## src/hw/rtl/sstf_pkg.sv

```systemverilog
// Shared constants, word types and chain types for the SSTF disk scheduler.
package sstf_pkg;

   // Sizing
   localparam int MAX_REQUESTS = 32;
   localparam int CYL_BITS     = 16;
   localparam int IDX_BITS     = (MAX_REQUESTS > 1) ? $clog2(MAX_REQUESTS) : 1;
   localparam int CNT_BITS     = $clog2(MAX_REQUESTS + 1);
   localparam int SUM_BITS     = 22;

   // Input word kinds
   localparam logic KIND_LOAD = 1'b0;
   localparam logic KIND_GO   = 1'b1;

   // Request word
   typedef struct packed {
      logic        kind;
      logic [15:0] cylinder;
   } req_word_type;

   // Result word
   typedef struct packed {
      logic [15:0]         served_cylinder;
      logic [15:0]         seek_distance;
      logic [SUM_BITS-1:0] total_seek;
      logic [6:0]          request_count;
      logic                last;
   } rsp_word_type;

   // Best candidate so far, handed down the chain
   typedef struct packed {
      logic                found;
      logic [CYL_BITS-1:0] gap;
      logic [CYL_BITS-1:0] cyl;
      logic [IDX_BITS-1:0] idx;
   } cand_type;

   // Broadcast control from the sequencer to every cell
   typedef struct packed {
      logic                load_en;
      logic [IDX_BITS-1:0] load_idx;
      logic [CYL_BITS-1:0] load_cyl;
      logic                pick_en;
      logic [IDX_BITS-1:0] pick_idx;
      logic [CYL_BITS-1:0] head;
   } cell_ctrl_type;

endpackage

```

## src/hw/rtl/sstf_cell.sv

```systemverilog
// One cell of the request chain: holds a request and compares it with the incoming best.
module sstf_cell
   import sstf_pkg::*;
(
   input  logic                clock,
   input  logic                reset,
   input  logic [IDX_BITS-1:0] cell_idx,
   input  cell_ctrl_type       ctrl,
   input  cand_type            cand_prev,
   output cand_type            cand_next
);

   logic [CYL_BITS-1:0] cyl_ff, cyl_in;
   logic                pending_ff, pending_in;
   cand_type            cand_ff, cand_in;
   logic [CYL_BITS-1:0] gap;
   logic                take;

   // distance from the head, and strict compare so earlier cells win ties
   always_comb begin
      gap  = (cyl_ff >= ctrl.head) ? (cyl_ff - ctrl.head) : (ctrl.head - cyl_ff);
      take = pending_ff && (!cand_prev.found || (gap < cand_prev.gap));
      if (take) begin
         cand_in.found = 1'b1;
         cand_in.gap   = gap;
         cand_in.cyl   = cyl_ff;
         cand_in.idx   = cell_idx;
      end else begin
         cand_in = cand_prev;
      end
   end

   // request storage and unserved flag
   always_comb begin
      cyl_in     = cyl_ff;
      pending_in = pending_ff;
      if (ctrl.load_en && (ctrl.load_idx == cell_idx)) begin
         cyl_in     = ctrl.load_cyl;
         pending_in = 1'b1;
      end else if (ctrl.pick_en && (ctrl.pick_idx == cell_idx)) begin
         pending_in = 1'b0;
      end
   end

   always_ff @(posedge clock) begin
      cyl_ff <= cyl_in;
      if (reset) begin
         pending_ff <= 1'b0;
         cand_ff    <= '0;
      end else begin
         pending_ff <= pending_in;
         cand_ff    <= cand_in;
      end
   end

   assign cand_next = cand_ff;

endmodule

```

## config.mk

```make
export PLATFORM = sky130hd
export DESIGN_NAME = sstf_cell
export DESIGN_NICKNAME = d
export VERILOG_FILES = /design/src/hw/rtl/sstf_pkg.sv /design/src/hw/rtl/sstf_cell.sv
export SDC_FILE = /design/constraint.sdc
export NUM_CORES = 1
export LEC_CHECK = 0
export BUFFER_PORTS_ARGS = -buffer_cell sky130_fd_sc_hd__buf_4
export CORE_MARGIN = 1
export CORE_UTILIZATION = 45
export CTS_CLUSTER_DIAMETER = 80
export DETAILED_ROUTE_END_ITERATION = 6
export PLACE_DENSITY = 0.72
export SETUP_SLACK_MARGIN = 0.5
export SLEW_MARGIN = 25
export SYNTH_ARGS = -nofsm -noshare
export SYNTH_HDL_FRONTEND = slang
export SYNTH_SLANG_ARGS = --single-unit
```

## constraint.sdc

```tcl
create_clock -name clock -period 8.85 [get_ports clock]
set_input_delay 0.4425 -clock clock [delete_from_list [all_inputs] [get_ports clock]]
set_output_delay 0.4425 -clock clock [all_outputs]
set_load 0.01 [all_outputs]
```

==> impl_metrics.py, run 1 <==
metrics = {
    "outcome": {
        "status": "finished, final reports clean",
    },
    "sta": {
        "setup_ws_ps": 3440,
        "relSlewSlack_pct": 31.3,
        "finClkSkew_ps": 6.70,
        "post-route-period-util_pct": 61.2,
        "setup_viol": 0,
        "fin_tns_setup_ps": 0,
        "rsz0062_at_grt": "false",
        "period_needed_ps": 5410,
        "hold_viol_final": 0,
        "worst_slew_pin_slew_ps": 1030,
        "maxSlewViolCount": 0,
        "fmax_mhz": 185,
    },
    "logic_synthesis": {
        "seq_area_frac_synth_pct": 32.2,
        "ys_ff_latch": 55,
        "syn-num-nets": 576,
        "yosysWarnings": 0,
        "syn_area_per_cell_sq_um": 8.93,
        "synth-edff-count": 16,
        "syn_area_sq_mm": 0.00392,
        "async_flop_share_pct": 0,
        "synthCells": 439,
        "synth.distinct_cells": 53,
        "ys_dominant_reg_cell": "dfxtp_1",
    },
    "worst_hold_path": {
        "min_path_cells": 1,
        "hold_class": "in -> reg",
    },
    "setup_path": {
        "crit_type": "reg -> reg",
        "critPathSlowestCell": "nor2_4",
        "r2r_slack_ps": 3440,
        "worstPathArrival_ps": 5630,
        "critical_path.top_delay_family": "compound AO/OA/AOI/OAI gates",
        "crit_path_max_fanout": 26,
        "critPathLaunchType": "flop",
        "cp_num_cells": 19,
        "crit_required_ps": 9060,
        "path_buf_inv": 3,
        "crit_path_max_incr_delay_ps": 600,
        "cp-end-kind": "flop",
        "r2r_cells": 19,
        "crit_chain": "inv_1 > ha_1 > inv_1 > fa_1 > a21o_1 > a21oi_1 > a311o_1 > and3_1 > mux2i_1 > xor2_1 > ha_1 > a2111oi_0 > o21ai_0 > nor2_1 > a21oi_1 > nor2_4 > buf_4 > nor2_1 > a211oi_1",
    },
    "detailed_routing": {
        "dr.pass1.iters": 5,
        "drt_iter0_drc": 135,
        "wl_per_cell_um": 15.1,
        "totalWireLength_um": 9960,
        "vias_per_cell": 5.16,
        "via_count": 3406,
        "drc_errors": 0,
        "ant_nets": 0,
    },
    "clocking": {
        "cts_resized": 0,
        "htreeDepth": 2,
        "numCtsBuffers": 5,
        "clockBufferDepth": 2,
        "cts_setup_buffers": 0,
        "path_clk_slew_ps": 100,
        "cts_root_buf": "clkbuf_8",
        "cts_sinks": 55,
        "cts_hold_buf": 0,
        "clk_latency_ps": 310,
        "cts_tree": "yes",
    },
    "floorplanning": {
        "rows": 33,
        "ioPinCount": 127,
        "die_y_um": 95.3,
        "dieWidth_um": 95.3,
        "coreArea_sq_mm": 0.00834,
        "die_area_sq_mm": 0.00909,
        "initial_utilization_pct": 47.0,
    },
    "cells_and_area": {
        "final_common_cell": "buf_4",
        "final_cell_count_no_fill": 660,
        "postLayoutCoreUtil_pct": 60.0,
        "diodes": 0,
        "layout.nets": 691,
        "synthToLayoutAreaGrowth_pct": 27.6,
        "drive_above_1_share_pct": 27.0,
        "fill_cells": 749,
        "most-common-layout-cells": "buf_4 (127), inv_1 (63), nor2_1 (58), ha_1 (46), dfxtp_1 (39)",
    },
    "run": {
        "cap_violations": 0,
    },
    "placement": {
        "place_inst": 652,
        "port_buffers": 126,
        "dpl_worst_slack_ps": 3340,
        "place_hpwl_um": 8040,
        "gp_congestion": 0.825,
    },
    "power": {
        "leakage_uw": 0.00246,
        "ir_worst_vdd_mv": 0.0622,
        "power_density_mw_per_mm2": 121,
    },
    "global_routing": {
        "antenna_found_initial": 0,
        "grt_usage_pct": 22.0,
        "grt_pass1_wl_um": 15300,
        "grt_overflow_total": 0,
        "grt_max_degree": 40,
        "grt_pass1_vias": 3208,
    },
}
## where the power goes
group          internal [uW]  switching [uW]
combinational           94.6            98.6
clock                   55.8            81.2
sequential               271            3.97
total                    421             184
## Yosys cell counts, types with 5 or more instances
cell type,count,area [sq um]
xor2_1,13,114
ha_1,46,576
a211oi_1,12,90.1
nor2_1,59,221
a2111oi_0,5,43.8
xnor2_1,11,96.3
nand3_1,7,35.0
edfxtp_1,16,480
mux2i_1,31,310
a21o_1,12,90.1
nand2_1,7,26.3
mux2_2,5,56.3
o21ai_0,14,70.1
a21oi_1,24,120
clkbuf_1,9,33.8
dfxtp_1,39,781
inv_1,63,236
## state kept, by name, summed over array words and instances, names as in the netlist
signal      flops
cand_next      38
cyl_ff         16
pending_ff      1
## cells by family (layout without fill, tap and decap cells)
kind of cell	Yosys count	count (layout)	synth area share, %
AOI/OAI and AO/OA	98	98	17.4
and+or+nand+nor	96	96	11.6
buffers and inverters	82	198	8.43
DFF	55	55	32.2
adders and majority gates	48	48	15.7
muxes	36	36	9.35
xor gates and xnor gates	24	24	5.36
## final timing paths
path              startpoint       endpoint
setup / recovery   cyl_ff[0]  cand_next[35]
hold / removal      ctrl[35]     cyl_ff[13]
hold reg to reg   pending_ff  cand_next[37]
setup reg to reg   cyl_ff[0]  cand_next[35]
## layer usage
metal  global-route usage, %  up-vias  wire length [um]
li1                        -     1736                 -
met1                    29.2     1551              4590
met2                    37.9      113              4720
met3                    3.27        6               585
met4                    3.79        0                64
met5                       0        -                 0
## area by class of cell
class	count	area, sq um	share of cell area, %
sequential	55	1260	25.2
clock inverter	2	11.3	0.225
inverter	63	236	4.73
timing repair buffer	127	953	19.1
multi-input combinational	302	2340	46.7
tap	105	131	2.63
clock buffer	6	72.6	1.45
## stage by stage
step | hold WS [ps] | area, sq um | total power [uW]
2_1_floorplan | 460 | 3920 | 396
3_3_place_gp | 495 | 4920 | 472
4_1_cts | 296 | 5000 | 611
5_1_grt | 282 | 5000 | 647
3_5_place_dp | 513 | 4920 | 474
6_report | 304 | 5000 | 605
(Power assumes the default switching activity.)
==> inputs of run 2 (changes only) <==
==> constraint.sdc (replaced) <==
create_clock -name clock -period 5.6 [get_ports clock]
set_input_delay 0.28 -clock clock [delete_from_list [all_inputs] [get_ports clock]]
set_output_delay 0.28 -clock clock [all_outputs]
set_load 0.01 [all_outputs]
==> impl_metrics.py, run 2 (synthesized netlist as in run 1, its figures left out) <==
metrics = {
    "setup_path": {
        "crit_required_ps": 5810,
        "r2r_slack_ps": 810,
        "crit_start": "cyl_ff[12]",
        "cp-end-kind": "flop",
        "crit_chain": "ha_1 > nand4_4 > or4_1 > a311o_1 > nand3_2 > mux2_2 > xor2_1 > inv_1 > ha_1 > a2111oi_0 > o21ai_0 > nor2_1 > a21oi_1 > nor2_4 > buf_6 > nor2_1 > a22o_1",
        "crit_path_max_fanout": 25,
        "crit_type": "reg -> reg",
        "critPathLaunchType": "flop",
        "crit_path_max_incr_delay_ps": 550,
        "r2r_cells": 17,
        "regToRegStartpoint": "cyl_ff[12]",
        "worstReg2RegEnd": "cand_next[23]",
        "critPathSlowestCell": "or4_1",
        "endpoint": "cand_next[23]",
        "worstPathArrival_ps": 5000,
    },
    "floorplanning": {
        "die_area_sq_mm": 0.00909,
        "coreArea_sq_mm": 0.00834,
        "initial_utilization_pct": 47.0,
        "rows": 33,
        "die_y_um": 95.3,
        "dieWidth_um": 95.3,
        "ioPinCount": 127,
    },
    "detailed_routing": {
        "drc_errors": 0,
        "totalWireLength_um": 9940,
        "vias_per_cell": 5.21,
        "ant_nets": 0,
        "via_count": 3447,
        "drt_iter0_drc": 101,
        "dr.pass1.iters": 4,
        "wl_per_cell_um": 15.0,
    },
    "power": {
        "leakage_uw": 0.00247,
        "ir_worst_vdd_mv": 0.101,
        "power_density_mw_per_mm2": 192,
    },
    "clocking": {
        "cts_root_buf": "clkbuf_8",
        "cts_hold_buf": 0,
        "clk_latency_ps": 310,
        "cts_sinks": 55,
        "htreeDepth": 2,
        "numCtsBuffers": 5,
        "path_clk_slew_ps": 100,
        "clockBufferDepth": 2,
        "cts_tree": "yes",
    },
    "sta": {
        "rsz0062_at_grt": "false",
        "maxSlewViolCount": 0,
        "hold_viol_final": 0,
        "setup_viol": 0,
        "period_needed_ps": 4790,
        "fmax_mhz": 209,
        "fin_tns_setup_ps": 0,
        "post-route-period-util_pct": 85.5,
        "finClkSkew_ps": 8.06,
        "worst_slew_pin_slew_ps": 1040,
        "relSlewSlack_pct": 30.7,
    },
    "cells_and_area": {
        "final_cell_count_no_fill": 661,
        "synthToLayoutAreaGrowth_pct": 28.1,
        "drive_above_1_share_pct": 27.5,
        "regArea_sq_mm": 0.00126,
        "layout.nets": 692,
        "final_common_cell": "buf_4",
        "most-common-layout-cells": "buf_4 (126), inv_1 (63), nor2_1 (58), ha_1 (45), dfxtp_1 (39)",
        "postLayoutCoreUtil_pct": 60.2,
        "multiInputGateArea_sq_mm": 0.00234,
        "fill_cells": 794,
        "diodes": 0,
        "largest_register_ffs": 38,
    },
    "global_routing": {
        "grt_overflow_total": 0,
        "grt_pass1_wl_um": 15300,
        "grt_pass1_vias": 3229,
        "grt_usage_pct": 22.0,
        "antenna_found_initial": 0,
        "grt_max_degree": 40,
    },
    "outcome": {
        "status": "finished, final reports clean",
    },
    "placement": {
        "place_hpwl_um": 7960,
        "place_inst": 653,
        "port_buffers": 126,
        "gp_congestion": 0.838,
    },
    "run": {
        "cap_violations": 0,
    },
    "worst_hold_path": {
        "hold_class": "in -> reg",
    },
}
==> run 2: layout make-up <==
type / instances / area share [%]
clock inverters: 2 / 0.224
inverters: 63 / 4.71
clock buffers: 6 / 1.45
flip-flops and latches: 55 / 25.1
multi-input cells: 302 / 46.6
repair buffers: 128 / 19.3
well taps: 105 / 2.62
==> run 2: worst min path at each step <==
stage                   from         to  cells past startpoint
detailed placement  ctrl[26]  cyl_ff[4]                      1
CTS                 ctrl[26]  cyl_ff[4]                      1
floorplan           ctrl[22]  cyl_ff[0]                      0
global placement    ctrl[31]  cyl_ff[9]                      1
finish              ctrl[22]  cyl_ff[0]                      1
global route        ctrl[22]  cyl_ff[0]                      1
==> run 2: repair_timing <==
action                                  in CTS  in global routing
endpoints found under the hold margin        0                  0
endpoints found under the setup margin       0                 36
resized for setup                            0                  4
buffers inserted                             0                  0
==> run 2: layer usage <==
| metal | GRT usage, % | vias up | part of all wire, % |
|---|---|---|---|
| met5 | 0 | - | 0 |
| met4 | 5.56 | 0 | 1.4 |
| met3 | 3.43 | 13 | 5.3 |
| met2 | 36.6 | 107 | 47 |
| met1 | 29.5 | 1592 | 46 |
| li1 | - | 1735 | - |
==> run 2: where the power goes <==
group          switching (uW)  internal (uW)
sequential               6.24            428
clock                     134           88.3
combinational             156            150
==> run 2: critical path: cells and delay by family, from the launching register on <==
| family | cells | cell delay, ps |
|---|---|---|
| compound gates | 5 | 1350 |
| buf+inv | 2 | 340 |
| flops | 1 | 430 |
| simple gates | 6 | 1260 |
| mux | 1 | 380 |
| xor+xnor | 1 | 220 |
| fa+ha+maj | 2 | 700 |
==> run 2: stage by stage <==
step / hold slack, ps / area, sq um / setup slack, ps / total power [uW]
final: 138 / 5020 / 812 / 962
after global routing: 116 / 5020 / 504 / 1020
after CTS: 129 / 5010 / 634 / 975
after detailed placement: 459 / 4930 / 668 / 749
after global placement: 459 / 4930 / 775 / 747
after floorplan: 379 / 3920 / 1170 / 626
==> inputs of run 3 (changes only) <==
==> constraint.sdc (replaced) <==
create_clock -name clock -period 5.9 [get_ports clock]
set_input_delay 0.295 -clock clock [delete_from_list [all_inputs] [get_ports clock]]
set_output_delay 0.295 -clock clock [all_outputs]
set_load 0.01 [all_outputs]
==> impl_metrics.py, run 3 (synthesized netlist as in run 1, its figures left out) <==
metrics = {
    "placement": {
        "place_hpwl_um": 7940,
        "postPlaceCellArea_sq_mm": 0.00492,
        "port_buffers": 126,
        "gp_congestion": 0.824,
    },
    "setup_path": {
        "crit_required_ps": 6100,
        "path_buf_inv": 3,
        "critical_path.top_delay_family": "compound AO/OA/AOI/OAI gates",
        "crit_path_max_incr_delay_ps": 480,
        "critPathLaunchType": "flop",
        "critPathSlowestCell": "a2111oi_0",
        "cp-end-kind": "flop",
        "crit_path_max_fanout": 47,
        "crit_type": "reg -> reg",
        "worstPathArrival_ps": 5210,
        "crit_chain": "inv_1 > ha_1 > inv_1 > fa_1 > a21o_1 > a21oi_1 > a311o_1 > and3_1 > mux2i_1 > xor2_1 > ha_1 > a2111oi_0 > o21ai_0 > nor2_1 > a21oi_1 > nor2_4 > buf_6 > nor2_1 > a22o_1",
    },
    "outcome": {
        "status": "finished, final reports clean",
    },
    "cells_and_area": {
        "most-common-layout-cells": "buf_4 (126), inv_1 (63), nor2_1 (58), ha_1 (46), dfxtp_1 (39)",
        "synthToLayoutAreaGrowth_pct": 27.7,
        "fin_area_sq_mm": 0.00501,
        "postLayoutCoreUtil_pct": 60.0,
        "layout.nets": 691,
        "largest_register_ffs": 38,
        "regArea_sq_mm": 0.00126,
        "fill_cells": 782,
        "final_common_cell": "buf_4",
        "drive_above_1_share_pct": 27.0,
        "multiInputGateArea_sq_mm": 0.00234,
        "diodes": 0,
    },
    "power": {
        "finalPower_uw": 910,
        "power_density_mw_per_mm2": 182,
        "leakage_uw": 0.00246,
        "ir_worst_vdd_mv": 0.102,
    },
    "global_routing": {
        "grt_pass1_vias": 3319,
        "grt_util_met1_pct": 27.9,
        "met3_usage_pct": 3.51,
        "grt_max_degree": 48,
        "antenna_found_initial": 0,
        "grtUsageMet2_pct": 40.1,
        "grt_overflow_total": 0,
        "grt.busiest_layer": "met2",
        "grt_usage_pct": 22.1,
        "grt_pass1_wl_um": 15400,
    },
    "detailed_routing": {
        "dr.pass1.iters": 4,
        "vias_per_cell": 5.21,
        "via_count": 3438,
        "drt_iter0_drc": 131,
        "wl_per_cell_um": 15.1,
        "ant_nets": 0,
        "drc_errors": 0,
        "totalWireLength_um": 9980,
    },
    "sta": {
        "hold_viol_final": 0,
        "maxSlewViolCount": 0,
        "worst_slew_pin_slew_ps": 1060,
        "fmax_mhz": 200,
        "period_needed_ps": 5000,
        "rsz0062_at_grt": "false",
        "fin_tns_setup_ps": 0,
        "relSlewSlack_pct": 29.7,
        "post-route-period-util_pct": 84.8,
        "setup_viol": 0,
        "finClkSkew_ps": 9.10,
    },
    "clocking": {
        "clk_latency_ps": 300,
        "path_clk_slew_ps": 100,
        "htreeDepth": 2,
        "clockBufferDepth": 2,
        "cts_tree": "yes",
        "cts_setup_buffers": 0,
        "numCtsBuffers": 5,
        "cts_root_buf": "clkbuf_8",
        "cts_hold_buf": 0,
        "cts_sinks": 55,
        "cts_resized": 0,
    },
    "floorplanning": {
        "die_y_um": 95.3,
        "coreArea_sq_mm": 0.00834,
        "ioPinCount": 127,
        "initial_utilization_pct": 47.0,
        "die_area_sq_mm": 0.00909,
        "rows": 33,
        "dieWidth_um": 95.3,
    },
    "run": {
        "cap_violations": 0,
    },
    "worst_hold_path": {
        "hold_class": "in -> reg",
    },
}
-- run 3: path summary, 6_finish.rpt --
path              slack, ps  cells after the start             to       start
setup / recovery        900                     19  cand_next[23]   cyl_ff[0]
hold / removal          160                      1      cyl_ff[7]    ctrl[29]
setup reg to reg        900                     19  cand_next[23]   cyl_ff[0]
hold reg to reg         530                      2  cand_next[37]  pending_ff
-- run 3: report_power, final --
part	internal, uW	switching, uW	total, uW	leakage [uW]
Clock	83.9	125	209	0.0000455
Sequential	406	6.01	412	0.000469
Combinational	142	147	289	0.00195
-- run 3: metrics by stage --
stage	hold slack [ps]	instances	setup WS, ps
3_3_place_gp	474	652	741
5_1_grt	142	660	523
3_5_place_dp	474	652	759
4_1_cts	147	660	732
6_report	158	660	899
2_1_floorplan	394	439	1470
-- run 3: cell type report --
class,count,area share [%]
sequential,55,25.2
timing repair buffer,127,19.1
clock inverter,2,0.225
inverter,63,4.72
multi-input combinational,302,46.7
clock buffer,6,1.45
tap,105,2.62
-- run 3: worst register-to-register path, delay by kind of cell, from the launching register on --
family                     cells  cell delay [ps]
adders and majority gates      3              870
xor gates and xnor gates       1              300
AOI/OAI and AO/OA              7             1660
muxes                          1              270
DFF                            1              430
buffers and inverters          3              550
and+or+nand+nor                4              830
-- run 3: metal layers --
metal,vias up,part of all wire [%]
met4,0,0.46
met5,-,0
li1,1740,-
met3,4,4.9
met1,1607,46
met2,87,49
